<file path="src/lbp3_pkg.sv">
// shared types and constants for the 3x3 local binary pattern stream core
// no dependencies; every other file imports this package
package lbp3_pkg;

   // frame geometry
   localparam int MAX_WIDTH       = 1024;
   localparam int COL_BITS        = $clog2(MAX_WIDTH);
   localparam int ROW_BITS        = 12;
   localparam int HEIGHT_MAX      = 4096;
   localparam int PIX_BITS        = 8;
   localparam int WIDTH_REG_BITS  = 11;
   localparam int HEIGHT_REG_BITS = 13;
   localparam int WIDTH_RESET     = 640;
   localparam int HEIGHT_RESET    = 480;

   // register port
   localparam int CSR_ADDR_BITS = 3;
   localparam int CSR_DATA_BITS = 32;

   // register index, taken from paddr[2]
   typedef enum logic {
      REG_IMAGE_WIDTH  = 1'b0,
      REG_IMAGE_HEIGHT = 1'b1
   } csr_reg_type;

   // input transfer payload
   typedef struct packed {
      logic [PIX_BITS-1:0] pixel_value;
      logic                frame_start;
   } lbp3_req_type;

   // result transfer payload
   typedef struct packed {
      logic [7:0] pattern_code;
      logic       frame_last;
   } lbp3_rsp_type;

   // position information of one accepted pixel
   typedef struct packed {
      logic [COL_BITS-1:0] col;
      logic                has_result;
      logic                last;
   } lbp3_scan_type;

   // one line store entry: row two above and row one above
   typedef struct packed {
      logic [PIX_BITS-1:0] older;
      logic [PIX_BITS-1:0] newer;
   } lbp3_line_type;

endpackage

</file>
<file path="src/lbp3_scan_ctl.sv">
// raster position counters: column and row of each accepted pixel
// depends on lbp3_pkg
module lbp3_scan_ctl
   import lbp3_pkg::*;
(
   input  logic                       clock,
   input  logic                       reset,
   input  logic [WIDTH_REG_BITS-1:0]  image_width,
   input  logic [HEIGHT_REG_BITS-1:0] image_height,
   input  logic                       accept,
   input  logic                       frame_start,
   output lbp3_scan_type              scan
);

   localparam logic [WIDTH_REG_BITS-1:0]  W_MIN = WIDTH_REG_BITS'(3);
   localparam logic [WIDTH_REG_BITS-1:0]  W_MAX = WIDTH_REG_BITS'(MAX_WIDTH);
   localparam logic [HEIGHT_REG_BITS-1:0] H_MIN = HEIGHT_REG_BITS'(3);
   localparam logic [HEIGHT_REG_BITS-1:0] H_MAX = HEIGHT_REG_BITS'(HEIGHT_MAX);

   logic [COL_BITS-1:0]        col_ff, col_in, col_cur;
   logic [ROW_BITS-1:0]        row_ff, row_in, row_cur;
   logic [WIDTH_REG_BITS-1:0]  w_eff;
   logic [HEIGHT_REG_BITS-1:0] h_eff;
   logic [WIDTH_REG_BITS-1:0]  col_next;
   logic [HEIGHT_REG_BITS-1:0] row_next;

   // clamp the frame size registers
   always_comb begin
      if (image_width < W_MIN) begin
         w_eff = W_MIN;
      end else if (image_width > W_MAX) begin
         w_eff = W_MAX;
      end else begin
         w_eff = image_width;
      end
      if (image_height < H_MIN) begin
         h_eff = H_MIN;
      end else if (image_height > H_MAX) begin
         h_eff = H_MAX;
      end else begin
         h_eff = image_height;
      end
   end

   // position of the current pixel and the next one
   always_comb begin
      col_cur  = frame_start ? '0 : col_ff;
      row_cur  = frame_start ? '0 : row_ff;
      col_next = WIDTH_REG_BITS'(col_cur) + WIDTH_REG_BITS'(1);
      row_next = HEIGHT_REG_BITS'(row_cur) + HEIGHT_REG_BITS'(1);

      scan.col        = col_cur;
      scan.has_result = (row_cur >= ROW_BITS'(2)) && (col_cur >= COL_BITS'(2));
      scan.last       = (HEIGHT_REG_BITS'(row_cur) == h_eff - HEIGHT_REG_BITS'(1))
                     && (WIDTH_REG_BITS'(col_cur) == w_eff - WIDTH_REG_BITS'(1));

      if (col_next >= w_eff) begin
         col_in = '0;
         row_in = (row_next >= h_eff) ? '0 : row_next[ROW_BITS-1:0];
      end else begin
         col_in = col_next[COL_BITS-1:0];
         row_in = row_cur;
      end
   end

   // counters advance on each input transfer
   always_ff @(posedge clock) begin
      if (reset) begin
         col_ff <= '0;
         row_ff <= '0;
      end else if (accept) begin
         col_ff <= col_in;
         row_ff <= row_in;
      end
   end

endmodule

</file>
<file path="config.mk">
export PLATFORM = sky130hd
export DESIGN_NAME = lbp3_scan_ctl
export DESIGN_NICKNAME = d
export VERILOG_FILES = /design/src/lbp3_pkg.sv /design/src/lbp3_scan_ctl.sv
export SDC_FILE = /design/constraint.sdc
export NUM_CORES = 1
export LEC_CHECK = 0
export BUFFER_PORTS_ARGS = -buffer_cell sky130_fd_sc_hd__buf_2
export CORE_UTILIZATION = 50
export DETAILED_ROUTE_END_ITERATION = 10
export GPL_ROUTABILITY_DRIVEN = 0
export PLACE_DENSITY_LB_ADDON = 0.25
export RECOVER_POWER = 50
export SKIP_CTS_REPAIR_TIMING = 1
export SYNTH_ARGS = -nofsm -noshare
export SYNTH_HDL_FRONTEND = slang
export SYNTH_SLANG_ARGS = --single-unit
</file>
<file path="constraint.sdc">
create_clock -name clock -period 9.95 [get_ports clock]
set_clock_uncertainty 0.15 [all_clocks]
set_input_delay 2.985 -clock clock [delete_from_list [all_inputs] [get_ports clock]]
set_output_delay 2.985 -clock clock [all_outputs]
set_load 0.1 [all_outputs]
</file>
==> results.py, run 1 <==
metrics = {
    "sta": {
        "report.final.slew_viol_count": 0,
        "relSlewSlack_pct": 27.32,
        "layout_min_cycle_time_ps": 9494,
        "setup_viol": 0,
        "rsz0062_at_grt": "false",
        "tightest_slew_ps": 1090,
        "finalHoldViolCount": 0,
        "fin_crit_sh_pct": 95.42,
        "tns_ps": 0,
        "finalWorstSetupSlack_ps": 455.6,
        "timing.hold.ws_ps": 313.2,
        "fmax_ghz": 0.1053,
    },
    "synth": {
        "synthTopCellsByArea": "dfxtp_1 (14%), ha_1 (12%), xnor2_1 (5.4%), nand3_1 (5.2%), a21oi_1 (4.9%)",
        "synthArstFlopShare_pct": 0,
        "synth_area_um2": 3075,
        "synth_cells": 427,
        "ys_ff_latch": 22,
        "postSynthAreaPerCell_um2": 7.202,
        "synth_flop_cell": "dfxtp_1",
        "syn_nets": 485,
        "yosysSeqAreaShare_pct": 14.32,
        "synth_edf_count": 0,
        "ys_types": 64,
        "yosys.area.top_type": "dfxtp_1",
        "synth_top_area_share_pct": 14.32,
        "synth_common_cells": "nand2_1 (36), nand3_1 (32), a21oi_1 (30), ha_1 (30), o21ai_0 (25)",
        "ys_warn_count": 0,
        "yosysMostFrequentCell": "nand2_1",
    },
    "hold_path": {
        "hp-start": "col_ff[9]",
        "holdCritPathClass": "flip-flop to flip-flop",
    },
    "final_layout": {
        "final_core_util_pct": 56.11,
        "finalNetCount": 506,
        "antenna_cells": 0,
        "fin_area_um2": 3322,
        "layoutNonFillerInstCount": 522,
        "drive_above_1_share_pct": 12.53,
        "area_growth_pct": 8.015,
    },
    "setup_path": {
        "slowest_delay_ps": 830,
        "cp.required_ps": 6820,
        "arrival_ps": 6360,
        "reg2reg_from": "col_ff[1]",
        "crit_path_end_kind": "output port",
        "critical_path_class": "input pin to output port",
        "critPathMaxFanout": 26,
        "startpoint_type": "input pin",
        "cp_cell_sequence": "buf_2 > clkbuf_1 > nor2b_1 > xnor2_1 > a2111o_1 > a22o_1 > a2111o_1 > nor4_4 > buf_2",
        "crit_start": "frame_start",
        "cpMaxStageDelayCell": "clkbuf_1",
    },
    "global_routing": {
        "overflow": 0,
        "grt_pass1_vias": 2808,
        "grt_usage_pct": 27.32,
        "grt_max_degree": 27,
        "grt_antenna_before_repair": 0,
        "grt_pass1_wl_um": 13900,
    },
    "placement": {
        "placed_cell_area_um2": 3273,
        "place_inst": 517,
        "port_buffers": 39,
        "place_hpwl_um": 6728,
        "pre_cts_slack_ps": 582.3,
    },
    "die": {
        "io_pins": 40,
        "die_y_um": 80.43,
        "start_util_pct": 51.94,
        "dieArea_um2": 6468,
        "core_um2": 5921,
        "die_w_um": 80.43,
        "num_rows": 28,
    },
    "routing": {
        "vias": 3268,
        "drtIter0Drc": 289,
        "drt-vias-per-instance": 6.261,
        "drt-pass1-iter-count": 6,
        "wl_per_cell_um": 16.44,
        "route.detailed.drc": 0,
        "drt-total-wl_um": 8580,
        "drtAntennaViolNets": 0,
    },
    "clock_network": {
        "cts_max_level": 1,
        "cts_buffers": 3,
        "cts_tree": "done",
        "clk_latency_ps": 270,
        "cts_root_buf": "clkbuf_8",
        "path_clk_slew_ps": 80,
        "cts_max_path_buffers": 2,
        "numClockSinks": 22,
    },
    "power": {
        "power.density_nw_per_um2": 65.99,
        "p_total_mw": 0.2192,
        "peakVddDrop_uv": 67.58,
        "leakagePower_nw": 1.436,
    },
    "run_status": {
        "run_status": "finished, final reports clean",
    },
    "flow_run": {
        "maxCapViolCount": 0,
    },
}
## per-layer routing
metal / track usage [%] / up-vias / routed length [µm]
met3: 2.045 / 14 / 439
met4: 9.107 / 0 / 163
met2: 41.27 / 132 / 3808
met1: 40.16 / 1503 / 4169
li1: - / 1619 / -
met5: 0 / - / 0
## area by class of cell
cell class              instances  area, µm²
clock buffers                   4      55.05
fillers                       560       2599
inverters                      20      75.07
multi-input cells             358       2444
flip-flops and latches         22      440.4
well taps                      75      93.84
repair buffers                 43      214.0
## critical path: cells and delay by family
family / cells / cell delay (ps)
compound gates: 3 / 1060
simple gates: 2 / 590
buf+inv: 3 / 1460
xor+xnor: 1 / 240
## flip-flops by register name, indices dropped and copies added (netlist names)
| signal | flops |
|---|---|
| col_ff | 10 |
| row_ff | 12 |
## final timing paths
check | end | slack [ps] | depth (start not counted)
max | scan[0] | 460 | 9
min | col_ff[9] | 310 | 2
max reg2reg | row_ff[4] | 5730 | 12
min reg2reg | col_ff[9] | 310 | 2
## cell families (layout without fill, tap and decap cells)
logic type	count (synthesis)	after routing	synth area share (%)
adders and majority gates	30	30	12.21
AOI/OAI and AO/OA	110	110	23.64
muxes	6	6	1.994
and+or+nand+nor	180	180	32.30
buffers and inverters	47	67	6.428
DFF	22	22	14.32
xor gates and xnor gates	32	32	9.113
## placed cells by master, fill, tap and decap left out, types with 15 or more instances in the layout
| cell type | instances |
|---|---|
| nor2_1 | 24 |
| buf_2 | 39 |
| nand2b_1 | 15 |
| o21ai_0 | 25 |
| inv_1 | 19 |
| xnor2_1 | 19 |
| a21oi_1 | 30 |
| dfxtp_1 | 22 |
| nand3_1 | 32 |
| nor2b_1 | 15 |
| nand2_1 | 36 |
| ha_1 | 30 |
## power by group
part | switching, mW | total (mW) | leakage (nW) | internal (mW)
combinational | 0.0418 | 0.0650 | 1.23 | 0.0232
sequential | 0.000432 | 0.0889 | 0.177 | 0.0885
clock | 0.0299 | 0.0653 | 0.0288 | 0.0354
Power figures use the tool's default switching activity.
==> inputs of run 2 (changes only) <==
Settings changed: PLACE_DENSITY from default to 0.76, PLACE_DENSITY_LB_ADDON 0.25 to default.
==> run 2 against run 1 <==
  * Via count grew 0.28%
  * Worst setup slack gained 160 ps
  * Clock power shrank 17%
  * Die area is the same
  * Power shrank 4.7%
  * Critical path type unchanged
==> results.py, run 2 (same netlist as run 1, synthesis figures left out) <==
metrics = {
    "run_status": {
        "run_status": "finished, final reports clean",
    },
    "final_layout": {
        "layout_commonest_cell": "buf_2",
        "regMostFlops": "row_ff",
        "area_growth_pct": 7.730,
        "antenna_cells": 0,
        "largest_reg_flops": 12,
        "top_regs": "row_ff (12), col_ff (10)",
        "drive_above_1_share_pct": 12.81,
        "finalNetCount": 505,
        "layoutNonFillerInstCount": 520,
        "layout_common_cells": "buf_2 (38), nand2_1 (36), nand3_1 (32)",
    },
    "placement": {
        "port_buffers": 39,
        "place_inst": 517,
        "place_hpwl_um": 6749,
    },
    "sta": {
        "fmax_ghz": 0.1071,
        "setup_viol": 0,
        "fin_crit_sh_pct": 93.83,
        "tightest_slew_ps": 1222,
        "report.final.slew_viol_count": 0,
        "rsz0062_at_grt": "false",
        "layout_min_cycle_time_ps": 9336,
        "finalHoldViolCount": 0,
        "relSlewSlack_pct": 18.00,
        "tns_ps": 0,
    },
    "global_routing": {
        "grt_pass1_wl_um": 13890,
        "grt_pass1_vias": 2860,
        "overflow": 0,
        "grt_antenna_before_repair": 0,
        "grt_usage_pct": 27.46,
        "grt_max_degree": 24,
    },
    "setup_path": {
        "crit_path_end_kind": "output port",
        "arrival_ps": 6200,
        "startpoint_type": "input pin",
        "cp.required_ps": 6820,
        "rrSetupSlack_ps": 5830,
        "critical_path_class": "input pin to output port",
        "critPathMaxFanout": 10,
    },
    "routing": {
        "drt-pass1-iter-count": 5,
        "vias": 3277,
        "route.detailed.drc": 0,
        "drtAntennaViolNets": 0,
        "wl_per_cell_um": 16.44,
        "drtIter0Drc": 201,
        "drt-total-wl_um": 8549,
        "drt-vias-per-instance": 6.302,
    },
    "die": {
        "die_y_um": 80.43,
        "start_util_pct": 51.94,
        "die_w_um": 80.43,
        "dieArea_um2": 6468,
        "core_um2": 5921,
        "num_rows": 28,
        "io_pins": 40,
    },
    "flow_run": {
        "maxCapViolCount": 0,
    },
    "clock_network": {
        "cts_root_buf": "clkbuf_8",
        "cts_max_level": 1,
        "path_clk_slew_ps": 70,
        "cts_max_path_buffers": 2,
        "cts_tree": "done",
        "cts_buffers": 3,
        "clk_latency_ps": 260,
        "numClockSinks": 22,
    },
    "power": {
        "peakVddDrop_uv": 48.40,
        "power.density_nw_per_um2": 63.04,
        "leakagePower_nw": 1.432,
        "p_total_mw": 0.2089,
    },
    "hold_path": {
        "holdCritPathClass": "flip-flop to flip-flop",
    },
}
[run 2: where the power goes]
part	internal, mW	leakage (nW)	switching [mW]
sequential	0.0885	0.177	0.000408
combinational	0.0234	1.23	0.0420
clock	0.0270	0.0216	0.0275
[run 2: path summary, 6_finish.rpt]
path                                startpoint   endpoint  cells past startpoint
worst max-delay path            image_width[5]    scan[0]                     10
worst min-delay path                 col_ff[9]  col_ff[9]                      2
worst max register to register       col_ff[1]  row_ff[7]                     12
worst min register to register       col_ff[9]  col_ff[9]                      2
[run 2: layer usage]
| metal | GRT usage, % | part of all wire [%] | up-vias |
|---|---|---|---|
| met4 | 8.750 | 1.8 | 0 |
| met5 | 0 | 0 | - |
| met3 | 2.273 | 5.3 | 17 |
| met1 | 39.33 | 47 | 1512 |
| li1 | - | - | 1612 |
| met2 | 42.88 | 46 | 136 |
[run 2: area by class of cell]
class	instances	area, µm²
repair buffers	42	216.5
fillers	580	2608
multi-input cells	358	2446
well taps	75	93.84
inverters	20	75.07
clock buffers	3	41.29
flip-flops and latches	22	440.4
[run 2: worst max-delay path, cell delays in order]
cell,delay (ps)
buf_2,160
or4_1,600
nor2_1,200
o21ai_0,140
ha_1,340
a2111o_1,400
a22o_1,230
a2111o_1,430
nor4_4,260
buf_2,460
[run 2: per-stage QoR]
| stage | utilization (%) | worst slack (ps) | instance area (µm²) | hold WS [ps] |
|---|---|---|---|---|
| 4_1_cts | 55.98 | 608.2 | 3314 | 317.7 |
| 3_3_place_gp | 55.28 | 684.1 | 3273 | 294.7 |
| 6_report | 55.96 | 613.6 | 3313 | 314.7 |
| 3_5_place_dp | 55.28 | 606.5 | 3273 | 306.8 |
| 2_1_floorplan | - | 329.5 | 3084 | 286.5 |
| 5_1_grt | 55.96 | 461.8 | 3313 | 341.1 |
