<file path="config.mk">
export PLATFORM = sky130hd
export DESIGN_NAME = lbp3_window
export DESIGN_NICKNAME = d
export VERILOG_FILES = /design/src/lbp3_pkg.sv /design/src/lbp3_window.sv
export SDC_FILE = /design/constraint.sdc
export NUM_CORES = 1
export LEC_CHECK = 0
export BUFFER_PORTS_ARGS = -buffer_cell sky130_fd_sc_hd__clkbuf_2
export CELL_PAD_IN_SITES_DETAIL_PLACEMENT = 1
export CELL_PAD_IN_SITES_GLOBAL_PLACEMENT = 2
export CORE_UTILIZATION = 35
export DETAILED_ROUTE_END_ITERATION = 8
export GPL_ROUTABILITY_DRIVEN = 0
export PLACE_DENSITY_LB_ADDON = 0.15
export REMOVE_ABC_BUFFERS = 1
export SLEW_MARGIN = 40
export SYNTH_ARGS = -nofsm -noshare
export SYNTH_HDL_FRONTEND = slang
export SYNTH_SLANG_ARGS = --single-unit
export TNS_END_PERCENT = 5
</file>
<file path="constraint.sdc">
create_clock -name clock -period 2.6 [get_ports clock]
set_clock_uncertainty 0.15 [all_clocks]
set_input_delay 0.52 -clock clock [delete_from_list [all_inputs] [get_ports clock]]
set_output_delay 0.52 -clock clock [all_outputs]
set_load 0.05 [all_outputs]
</file>
<file path="src/lbp3_pkg.sv">
// shared types and constants for the 3x3 local binary pattern stream core
// no dependencies; every other file imports this package
package lbp3_pkg;

   // frame geometry
   localparam int MAX_WIDTH       = 1024;
   localparam int COL_BITS        = $clog2(MAX_WIDTH);
   localparam int ROW_BITS        = 12;
   localparam int HEIGHT_MAX      = 4096;
   localparam int PIX_BITS        = 8;
   localparam int WIDTH_REG_BITS  = 11;
   localparam int HEIGHT_REG_BITS = 13;
   localparam int WIDTH_RESET     = 640;
   localparam int HEIGHT_RESET    = 480;

   // register port
   localparam int CSR_ADDR_BITS = 3;
   localparam int CSR_DATA_BITS = 32;

   // register index, taken from paddr[2]
   typedef enum logic {
      REG_IMAGE_WIDTH  = 1'b0,
      REG_IMAGE_HEIGHT = 1'b1
   } csr_reg_type;

   // input transfer payload
   typedef struct packed {
      logic [PIX_BITS-1:0] pixel_value;
      logic                frame_start;
   } lbp3_req_type;

   // result transfer payload
   typedef struct packed {
      logic [7:0] pattern_code;
      logic       frame_last;
   } lbp3_rsp_type;

   // position information of one accepted pixel
   typedef struct packed {
      logic [COL_BITS-1:0] col;
      logic                has_result;
      logic                last;
   } lbp3_scan_type;

   // one line store entry: row two above and row one above
   typedef struct packed {
      logic [PIX_BITS-1:0] older;
      logic [PIX_BITS-1:0] newer;
   } lbp3_line_type;

endpackage

</file>
<file path="src/lbp3_window.sv">
// window stage: line store read-modify-write, 3x3 window and code compare
// depends on lbp3_pkg
module lbp3_window
   import lbp3_pkg::*;
(
   input  logic                clock,
   input  logic                reset,
   input  logic                accept,
   input  logic [PIX_BITS-1:0] pixel_in,
   input  lbp3_scan_type       scan,
   input  lbp3_line_type       rd_data,
   input  logic                out_room,
   output logic                busy,
   output logic                wr_en,
   output logic [COL_BITS-1:0] wr_addr,
   output lbp3_line_type       wr_data,
   output logic                push,
   output lbp3_rsp_type        push_data
);

   logic                s1_valid_ff;
   logic [PIX_BITS-1:0] s1_pix_ff;
   lbp3_scan_type       s1_scan_ff;
   logic                fwd_valid_ff;
   lbp3_line_type       fwd_data_ff;
   logic [PIX_BITS-1:0] win_ff [2][3];
   lbp3_line_type       line_cur;
   logic [PIX_BITS-1:0] top, mid, bot, ctr;
   logic                fire;

   // take the entry from the previous write when it hit the same column
   always_comb begin
      line_cur = fwd_valid_ff ? fwd_data_ff : rd_data;
      top      = line_cur.older;
      mid      = line_cur.newer;
      bot      = s1_pix_ff;
      ctr      = win_ff[1][1];
   end

   // stage completes unless its result has no room
   assign fire    = s1_valid_ff && (!s1_scan_ff.has_result || out_room);
   assign busy    = s1_valid_ff && !fire;
   assign wr_en   = fire;
   assign wr_addr = s1_scan_ff.col;
   assign wr_data = '{older: mid, newer: bot};
   assign push    = fire && s1_scan_ff.has_result;

   // neighbor compare, clockwise from top-left in bit 7
   always_comb begin
      push_data.pattern_code = {
         win_ff[0][0] > ctr,
         win_ff[1][0] > ctr,
         top          > ctr,
         mid          > ctr,
         bot          > ctr,
         win_ff[1][2] > ctr,
         win_ff[0][2] > ctr,
         win_ff[0][1] > ctr
      };
      push_data.frame_last = s1_scan_ff.last;
   end

   // stage valid
   always_ff @(posedge clock) begin
      if (reset) begin
         s1_valid_ff  <= 1'b0;
         fwd_valid_ff <= 1'b0;
      end else begin
         if (accept) begin
            s1_valid_ff  <= 1'b1;
            fwd_valid_ff <= fire && (wr_addr == scan.col);
         end else if (fire) begin
            s1_valid_ff <= 1'b0;
         end
      end
   end

   // stage payload and forwarded entry
   always_ff @(posedge clock) begin
      if (accept) begin
         s1_pix_ff   <= pixel_in;
         s1_scan_ff  <= scan;
         fwd_data_ff <= wr_data;
      end
   end

   // two previous columns of the window
   always_ff @(posedge clock) begin
      if (reset) begin
         for (int i = 0; i < 2; i++) begin
            for (int j = 0; j < 3; j++) begin
               win_ff[i][j] <= '0;
            end
         end
      end else if (fire) begin
         for (int j = 0; j < 3; j++) begin
            win_ff[0][j] <= win_ff[1][j];
         end
         win_ff[1][0] <= top;
         win_ff[1][1] <= mid;
         win_ff[1][2] <= bot;
      end
   end

endmodule

</file>
==> out/qor.txt, run 1 <==
CP endpoint kind: primary output
Core Region: 13,300 sq um
Routed Wire Length: 10.4 mm
met1 Usage GRT: 18.9%
met3 usage: 4.36%
RSZ-0062 raised after global routing: yes
Yosys warnings: 0
residual DRC count: 0
largest net degree at the start of global routing: 49
Max H-tree Level: 3
drt pass-1 iters: 4
VDD IR max: 275 uV
nets: 579
Overflow after GRT: 0
Vias: 3,150
Initial Util: 36.0%
crit share post-route: 116%
maximum root-to-sink buffer count: 2
area grow syn2layout: 28.5%
die area: 14,200 sq um
antenna viol nets, final: 0
layout cell share with drive strength beyond 1: 37.7%
HPWL after DPL: 7.75 mm
average wire per standard cell: 15.9 microns
violated checks: setup timing
fillcell total: 1,391
Placement Setup Slack: -0.180 ns
Clock transition at path regs: 0.06 ns
post-route minimum period: 3.02 ns
# rows: 42
Worst Path Required: 1.93 ns
layer with the highest usage: met2
Avg Synthesized Cell Area: 12.8 sq um
CTS tree: done
fin. max-slew vios: 0
crit start category: register
worst slew pin tran: 0.645 ns
GRT Total Usage: 16.0%
Hold WS: 0.201 ns
GRT met2 Usage: 27.8%
Hold Vio Cnt, Final: 0
CP Class: register to primary output
Clock Latency Late Sink: 0.34 ns
PnR worst setup slack: -0.418 ns
#FFs+latches synth: 86
max_cap viols: 0
Final setup viols: 2
leakage power: 2.59 nW
vias per inst: 4.80
Worst Hold Class: input pin to register
most frequent cells in the layout: edfxtp_1 (84), clkbuf_2 (69), ha_1 (55)
Slew HR: 56.9%
Initial DRC Count: 57
initial antenna violation count: 0
Synth Instances: 375
Chip Width: 119 microns
vias in the first global route: 3,482
most common cell after layout, fill and taps aside: edfxtp_1
Max Fclk: 0.331 GHz
first-pass GRT wire length: 17.2 mm
TritonCTS sink count: 86
outcome: complete, but fails checks
Critical Path AT: 2.35 ns
IO Port Bufs: 77
maximum fanout along the worst path: 5
n_diodes: 0
die extent in y: 119 microns
sequential share of the synthesized area: 53.5%
TNS Setup: -0.733 ns
Design Power: 3.78 mW
mapped cell area: 4790 sq um
PD cells: 614 nW/um^2
final core utilization: 46.3%
boundary pin count: 78
Inserted Clock Buffers: 9
Root Buffer: clkbuf_16
Netlist cell types: 26
stage by stage:
step / area (sq um) / std cells
6_report: 6150 / 656
3_5_place_dp: 5550 / 636
3_3_place_gp: 5550 / 636
5_1_grt: 6150 / 656
4_1_cts: 6100 / 656
2_1_floorplan: 4610 / 350
metal layers:
layer	wire length, microns	part of all wire [%]	up-vias
li1	-	-	1563
met5	0	0	-
met2	5270	51	59
met1	4520	43	1517
met4	180	1.7	0
met3	461	4.4	11
worst max-delay path: stages (launching register included):
cell	delay (ns)
dfxtp_4	0.40
buf_12	0.13
mux2_4	0.32
ha_4	0.29
nand2_2	0.05
o21ai_2	0.15
buf_6	0.12
mux2i_1	0.07
a21oi_1	0.19
buf_4	0.16
buf_12	0.12
sequential cells by signal (all words and copies together) (netlist names):
signal	flops
fwd_data_ff	16
s1_scan_ff	1
wr_addr	10
fwd_valid_ff	1
push_data	1
win_ff	48
bot	8
s1_valid_ff	1
cell families after synthesis:
family          count (synthesis)  synth area share (%)
xor+xnor                       10                  1.83
mux                            24                  5.38
flops                          86                  53.5
buf+inv                        41                  5.09
compound gates                 50                  5.88
fa+ha+maj                      64                  16.7
simple gates                  100                  11.6
synth_stat cells:
cell      number  area share [%]
edfxtp_1      84              53
ha_1          64              17
and2_1        36             4.7
a21oi_1       24             2.5
nor2_1        24             1.9
buf_4         20             3.1
nand4_1       18             2.4
inv_1         16             1.3
o21ai_0       16             1.7
mux2_2        14             3.3
mux2i_1       10             2.1
nand2_1        9            0.71
nor2b_1        8             1.0
o21a_1         8             1.3
xnor2_1        6             1.1
xor2_1         4            0.73
clkbuf_1       3            0.24
buf_6          2            0.47
dfxtp_1        2            0.84
nand2b_1       1            0.13
nor2_4         1            0.24
nor3b_1        1            0.16
nor4_2         1            0.26
o21ai_2        1            0.18
o31ai_2        1            0.26
or2_1          1            0.13
layout make-up:
class	count	area, sq um	share of cell area, %
Tap cell	176	220	3.58
Multi-Input combinational cell	248	2190	35.5
Sequential cell	86	2570	41.7
Timing Repair Buffer	114	860	14.0
Inverter	16	60.1	0.976
Clock inverter	4	23.8	0.386
Clock buffer	12	236	3.84
power breakdown:
part | switching, mW | internal, mW | total, mW
sequential | 0.0484 | 1.63 | 1.68
combinational | 0.559 | 0.385 | 0.944
clock | 0.512 | 0.645 | 1.16
worst paths after layout:
| check | endpoint | slack (ns) | startpoint | cells past startpoint |
|---|---|---|---|---|
| worst min-delay path | bot[6] | 0.20 | pixel_in[6] | 1 |
| worst max register to register | win_ff[1][0] | 0.87 | s1_scan_ff[1] | 4 |
| worst min register to register | fwd_data_ff[0] | 0.36 | bot[0] | 0 |
| worst max-delay path | push_data[6] | -0.42 | fwd_valid_ff | 10 |
what timing repair did:
| item | in CTS | in global routing |
|---|---|---|
| resized for setup | 61 | 15 |
| pin swaps | 4 | 3 |
| cloned | 1 | 0 |
| buffers inserted | 3 | 0 |
| hold buffers | 0 | 0 |
| setup endpoints to repair | 8 | 8 |
Power figures use the tool's default switching activity.
==> run 2: changes to the inputs <==
--- a/config.mk
+++ b/config.mk
@@ -5,10 +5,12 @@
 export SDC_FILE = /design/constraint.sdc
 export NUM_CORES = 1
 export LEC_CHECK = 0
+export ABC_AREA = 1
 export BUFFER_PORTS_ARGS = -buffer_cell sky130_fd_sc_hd__clkbuf_2
 export CELL_PAD_IN_SITES_DETAIL_PLACEMENT = 1
 export CELL_PAD_IN_SITES_GLOBAL_PLACEMENT = 2
 export CORE_UTILIZATION = 35
+export CTS_BUF_LIST = sky130_fd_sc_hd__clkbuf_8 sky130_fd_sc_hd__clkbuf_16
 export DETAILED_ROUTE_END_ITERATION = 8
 export GPL_ROUTABILITY_DRIVEN = 0
 export PLACE_DENSITY_LB_ADDON = 0.15
==> out/qor.txt, run 2 <==
max_cap viols: 0 (unchanged)
vias in the first global route: 4,054 (+16%)
TritonCTS sink count: 86 (unchanged)
Avg Synthesized Cell Area: 9.93 sq um (-22%)
most frequent cells in the layout: inv_1 (111), edfxtp_1 (84), nand2_1 (79)
CP endpoint kind: primary output
Critical Path AT: 2.22 ns (-0.13 ns)
Placement Setup Slack: -0.195 ns (-0.0151 ns)
max reg flops: 48 (unchanged)
maximum fanout along the worst path: 11 (+6)
Root Buffer: clkbuf_16
worst slew pin tran: 0.530 ns (-0.115 ns)
mapped cell area: 5110 sq um (+6.6%)
Worst R2R Setup Slack: 0.96 ns (+0.09 ns)
outcome: complete, but fails checks
Chip Width: 123 microns (+3.2%)
Synth top area share: 49.4% (-3.3 points)
Gate power share: 22.1% (-2.9 points)
Max Fclk: 0.346 GHz (+4.4%)
PD cells: 618 nW/um^2 (+0.53%)
Synth async-reset ratio: 0% (unchanged)
HPWL after DPL: 8.65 mm (+12%)
largest area contributor in the netlist: edfxtp_1
#FFs+latches synth: 86 (unchanged)
switching pwr: 1.14 mW (+1.6%)
maximum root-to-sink buffer count: 2 (unchanged)
Initial DRC Count: 96 (+68%)
layout cell share with drive strength beyond 1: 26.1% (-12 points)
Cell Area, Placed: 5840 sq um (+5.1%)
worst flop-to-flop path startpoint: s1_scan_ff[1]
nets: 712 (+23%)
Initial Util: 36.4% (+0.34 points)
initial antenna violation count: 0 (unchanged)
most common cell after layout, fill and taps aside: inv_1
die area: 15,100 sq um (+6.5%)
clock share of power: 34.9% (+4.3 points)
number of hold buffers added after CTS: 0 (unchanged)
RSZ-0062 raised after global routing: yes
Overflow after GRT: 0 (unchanged)
residual DRC count: 0 (unchanged)
Core Region: 14,000 sq um (+5.6%)
Slew HR: 64.7% (+7.8 points)
Yosys warnings: 0 (unchanged)
Synth Instances: 514 (+37%)
# rows: 43 (+2.4%)
post-route minimum period: 2.89 ns (-0.128 ns)
Clock Latency Late Sink: 0.34 ns (about the same)
PnR worst setup slack: -0.290 ns (+0.128 ns)
antenna viol nets, final: 0 (unchanged)
largest cells by area after synthesis: edfxtp_1 (49%), ha_1 (16%), inv_1 (8.0%), nand2_1 (5.8%), a21oi_1 (4.2%)
Final setup viols: 7 (+5)
drt pass-1 iters: 4 (unchanged)
Netlist cell types: 23 (-12%)
Worst Hold Class: input pin to register
crit start category: register
TNS Setup: -0.717 ns (+0.0157 ns)
VDD IR max: 265 uV (-3.6%)
vias per inst: 4.67 (-2.8%)
boundary pin count: 78 (unchanged)
share of power burned in registers: 43.0% (-1.4 points)
Inserted Clock Buffers: 9 (unchanged)
CP Class: register to primary output
first-pass GRT wire length: 19.3 mm (+12%)
Hold Vio Cnt, Final: 0 (unchanged)
average wire per standard cell: 15.2 microns (-4.8%)
r2r worst-path depth: 3 (-1)
sequential share of the synthesized area: 50.2% (-3.3 points)
Worst Path Required: 1.93 ns (about the same)
fin area: 6320 sq um (+2.6%)
Min-Delay Endpoint: s1_scan_ff[1]
r2r endpoint: win_ff[0][1]
Clock transition at path regs: 0.06 ns (about the same)
n_diodes: 0 (unchanged)
EDFF count, synth: 84 (unchanged)
Hold Crit Start: scan[1]
most frequent cell after synthesis: inv_1
GRT Total Usage: 17.2% (+1.2 points)
violated checks: setup timing
hold path cells: 1 (unchanged)
area grow syn2layout: 23.7%
CTS tree: done
die extent in y: 123 microns (+3.2%)
Routed Wire Length: 12.0 mm (+15%)
Reg with most FFs: win_ff
fin. max-slew vios: 0 (unchanged)
largest net degree at the start of global routing: 49 (unchanged)
crit share post-route: 111% (-4.9 points)
Max H-tree Level: 3 (unchanged)
Switching Fraction: 29.2% (-0.45 points)
P_int: 2.76 mW (+3.8%)
most instantiated cells after synthesis: inv_1 (109), edfxtp_1 (84), nand2_1 (79), ha_1 (64), a21oi_1 (43)
IO Port Bufs: 77 (unchanged)
Synth Flop Type: edfxtp_1
Vias: 3,701 (+17%)
leakage power: 2.98 nW (+15%)
## run 2: changes by cell type after synthesis, sizes merged, moves of 14 or more
| cell | delta |
|---|---|
| a21oi | +19 |
| and2 | -36 |
| inv | +93 |
| mux2 | -14 |
| nand2 | +71 |
| nor2 | +26 |
## run 2: cells by family (layout without fill, tap and decap cells)
group                    Yosys count  after routing  share of synthesized area, %
AND/OR/NAND/NOR                  152            152                          13.9
buffers and inverters            136            235                          12.0
adder cells (fa/ha/maj)           64             64                          15.7
AO/OA/AOI/OAI                     75             75                          8.01
multiplexers                       1              1                         0.196
flip-flops                        86             86                          50.2
## run 2: how the worst max path moves through the flow
stage | slack [ns] | from | endpoint | depth (start not counted)
after global routing | -0.37 | fwd_valid_ff | push_data[6] | 9
final | -0.29 | fwd_valid_ff | push_data[6] | 9
after detailed placement | -0.20 | rd_data[3] | push_data[5] | 9
after floorplan | -0.72 | fwd_valid_ff | push_data[5] | 8
after CTS | -0.28 | fwd_valid_ff | push_data[6] | 11
after global placement | -0.18 | rd_data[3] | push_data[5] | 9
## run 2: metrics by stage
stage	util [%]	instances	hold WS, ns	power [mW]
after global placement	41.6	773	0.325	2.51
after floorplan	-	487	0.325	2.23
after detailed placement	41.6	773	0.332	2.54
final	45.0	793	0.201	3.90
after global routing	45.0	793	0.188	4.09
after CTS	43.9	789	0.187	3.93
## run 2: final cells by class
class / instances / area [sq um]
inverter: 109 / 413
timing repair inverter: 1 / 7.51
clock inverter: 7 / 82.6
multi-input combinational: 292 / 2020
sequential: 86 / 2570
tap: 180 / 225
clock buffer: 9 / 225
fill: 1625 / 7730
timing repair buffer: 109 / 774
## run 2: layer usage
| metal | vias to the layer above | GRT usage [%] | part of all wire (%) |
|---|---|---|---|
| li1 | 1862 | - | - |
| met1 | 1765 | 20.3 | 45 |
| met2 | 56 | 30.9 | 50 |
| met3 | 18 | 2.42 | 2.2 |
| met4 | 0 | 7.62 | 2.3 |
| met5 | - | 0 | 0 |
## run 2: repair_timing
| item | 4_1_cts | 5_1_grt |
|---|---|---|
| buffers inserted | 0 | 2 |
| pin swaps | 2 | 4 |
| resized for setup | 13 | 44 |
| gates cloned | 0 | 2 |
| endpoints found under the setup margin | 8 | 8 |
## run 2: critical path: stages, from the launching register on
cell and delay [ns]:
dfxtp_4 0.38, clkbuf_16 0.18, o21ai_2 0.18, inv_1 0.09
ha_4 0.27, nand4_1 0.17, nor3_1 0.26, a21oi_2 0.05
buf_4 0.15, buf_12 0.14
## run 2: power groups by stage
stage	registers [mW]	logic, mW	clock network (mW)
after global routing	1.69	0.958	1.44
after global placement	1.70	0.802	0
after floorplan	1.78	0.454	0
final	1.68	0.861	1.36
after CTS	1.68	0.842	1.41
after detailed placement	1.71	0.832	0
==> run 3: changes to the inputs <==
--- a/config.mk
+++ b/config.mk
@@ -14,7 +14,6 @@
 export DETAILED_ROUTE_END_ITERATION = 8
 export GPL_ROUTABILITY_DRIVEN = 0
 export PLACE_DENSITY_LB_ADDON = 0.15
-export REMOVE_ABC_BUFFERS = 1
 export SLEW_MARGIN = 40
 export SYNTH_ARGS = -nofsm -noshare
 export SYNTH_HDL_FRONTEND = slang
==> out/qor.txt, run 3 (synthesized netlist as in run 2, its figures left out) <==
outcome: complete, but fails checks
violated checks: setup timing
Root Buffer: clkbuf_16
nets: 720 (+1.1%)
clock share of power: 31.8% (-3.1 points)
Vias: 3,755 (+1.5%)
RSZ-0062 raised after global routing: yes
Hold Vio Cnt, Final: 0 (unchanged)
Critical Path Stages: 11 (+2)
Slew HR: 77.0% (+12 points)
hold path cells: 1 (unchanged)
HPWL after DPL: 8.98 mm (+3.8%)
initial antenna violation count: 0 (unchanged)
VDD IR max: 300 uV (+13%)
Hold Crit Start: pixel_in[1]
Switching Fraction: 31.1% (+2.0 points)
Clock Latency Late Sink: 0.35 ns (about the same)
Gate power share: 24.2% (+2.1 points)
Buffers & Inverters on Critical Path: 5 (+1)
vias in the first global route: 3,865 (-4.7%)
Inserted Clock Buffers: 9 (unchanged)
IO Port Bufs: 77 (unchanged)
first-pass GRT wire length: 18.6 mm (-3.8%)
n_diodes: 0 (unchanged)
average wire per standard cell: 15.4 microns (+1.7%)
PnR worst setup slack: -0.222 ns (+0.0681 ns)
drt pass-1 iters: 4 (unchanged)
boundary pin count: 78 (unchanged)
worst slew pin tran: 0.345 ns (-0.185 ns)
# rows: 43 (unchanged)
largest stage delay on the critical path: 0.42 ns (+0.04 ns)
Worst R2R Setup Slack: 0.98 ns (+0.02 ns)
worst flop-to-flop path startpoint: s1_scan_ff[1]
Max H-tree Level: 3 (unchanged)
Initial Util: 36.4% (unchanged)
max reg flops: 48 (unchanged)
CTS tree: done
Final setup viols: 2 (-5)
Initial DRC Count: 99 (+3.1%)
die area: 15,100 sq um (unchanged)
P_int: 2.62 mW (-5.2%)
share of power burned in registers: 44.0% (+1.0 points)
Core Region: 14,000 sq um (unchanged)
Mapped Nets: 618
Worst Hold Class: input pin to register
fin. max-slew vios: 0 (unchanged)
r2r worst-path depth: 3 (unchanged)
Clock transition at path regs: 0.07 ns (about the same)
maximum fanout along the worst path: 4 (-7)
max_cap viols: 0 (unchanged)
crit start category: register
TritonCTS sink count: 86 (unchanged)
Chip Width: 123 microns (unchanged)
PD cells: 576 nW/um^2 (-6.7%)
vias per inst: 4.69 (+0.45%)
crit path max-delay cell type: dfxtp_4
crit share post-route: 109% (-2.6 points)
most frequent cells in the layout: inv_1 (97), edfxtp_1 (84), nand2_1 (77)
CP endpoint kind: primary output
Routed Wire Length: 12.3 mm (+2.8%)
leakage power: 3.04 nW (+1.9%)
CP Class: register to primary output
Hold WS: 0.188 ns (-0.0133 ns)
crit path cell chain: clkbuf_16 > nand2_1 > o21ai_4 > inv_1 > ha_1 > nand4_1 > inv_1 > nand2_1 > a21oi_2 > buf_4 > buf_12
largest net degree at the start of global routing: 49 (unchanged)
die extent in y: 123 microns (unchanged)
area grow syn2layout: 29.2%
switching pwr: 1.18 mW (+4.0%)
maximum root-to-sink buffer count: 2 (unchanged)
residual DRC count: 0 (unchanged)
Critical Path AT: 2.15 ns (-0.07 ns)
final core utilization: 47.0% (+2.0 points)
Overflow after GRT: 0 (unchanged)
post-route minimum period: 2.82 ns (-0.0681 ns)
Worst Path Required: 1.93 ns (about the same)
kind of cell adding the most delay to the critical path: buffers and inverters
Placement Setup Slack: -0.172 ns (+0.0231 ns)
layout cell share with drive strength beyond 1: 32.9% (+6.7 points)
antenna viol nets, final: 0 (unchanged)
most common cell after layout, fill and taps aside: inv_1
Min-Delay Endpoint: bot[1]
Max Fclk: 0.354 GHz (+2.4%)
GRT Total Usage: 16.6% (-0.58 points)
r2r endpoint: win_ff[0][21]
Reg with most FFs: win_ff
-- run 3: changes by cell type in the layout (fill, tap and decap cells not counted), moves of 4 or more --
| cell | change |
|---|---|
| o21ai_4 | +12 |
| inv_1 | -14 |
| a21oi_2 | +4 |
| buf_4 | +5 |
| inv_2 | +12 |
| ha_1 | -7 |
| o21ai_1 | -7 |
| ha_4 | +7 |
-- run 3: power groups by stage --
stage          Sequential, mW  Combinational, mW  Clock (mW)
2_1_floorplan            1.73              0.538           0
3_3_place_gp             1.70              0.805           0
3_5_place_dp             1.71              0.840           0
4_1_cts                  1.68              0.858        1.25
5_1_grt                  1.68               1.01        1.29
6_report                 1.67              0.919        1.21
-- run 3: timing repair --
item,4_1_cts,5_1_grt
endpoints found under the setup margin,8,8
gates resized for setup,24,82
hold buffers,0,0
buffers inserted,0,5
hold endpoints to repair,0,0
gates cloned,0,2
pin swaps,2,20
-- run 3: per-stage QoR --
| stage | instance area [sq um] | cells | power (mW) | setup TNS (ns) |
|---|---|---|---|---|
| floorplan | 5110 | 514 | 2.27 | -0.319 |
| global placement | 5860 | 778 | 2.51 | -0.0500 |
| detailed placement | 5860 | 778 | 2.55 | -0.196 |
| CTS | 6190 | 794 | 3.79 | -0.883 |
| global route | 6600 | 801 | 3.98 | -0.865 |
| finish | 6600 | 801 | 3.80 | -0.420 |
-- run 3: final cells by class --
cell class,instances,area [sq um]
well taps,180,225
flip-flops and latches,86,2570
repair buffers,118,880
clock inverters,7,48.8
inverters,109,409
clock buffers,9,225
multi-input cells,292,2240
fillers,1584,7450
-- run 3: worst register-to-register path: stages (launching register included) --
cell and delay [ns]:
edfxtp_1 0.45, a21boi_4 0.24, or2_2 0.17, buf_12 0.26
-- run 3: metal layers --
layer	vias to the layer above	GRT usage, %	wire length [microns]
met5	-	0	0
met4	0	6.71	226
met3	15	3.16	301
met2	53	29.3	6320
met1	1807	19.8	5500
li1	1880	-	-
-- run 3: worst max path at each step --
| stage | endpoint | slack (ns) | start |
|---|---|---|---|
| 6_report | push_data[6] | -0.22 | fwd_valid_ff |
| 3_5_place_dp | push_data[6] | -0.17 | rd_data[9] |
| 4_1_cts | push_data[5] | -0.23 | fwd_valid_ff |
| 5_1_grt | push_data[6] | -0.30 | fwd_valid_ff |
| 3_3_place_gp | push_data[6] | -0.03 | rd_data[11] |
| 2_1_floorplan | push_data[6] | -0.19 | fwd_valid_ff |
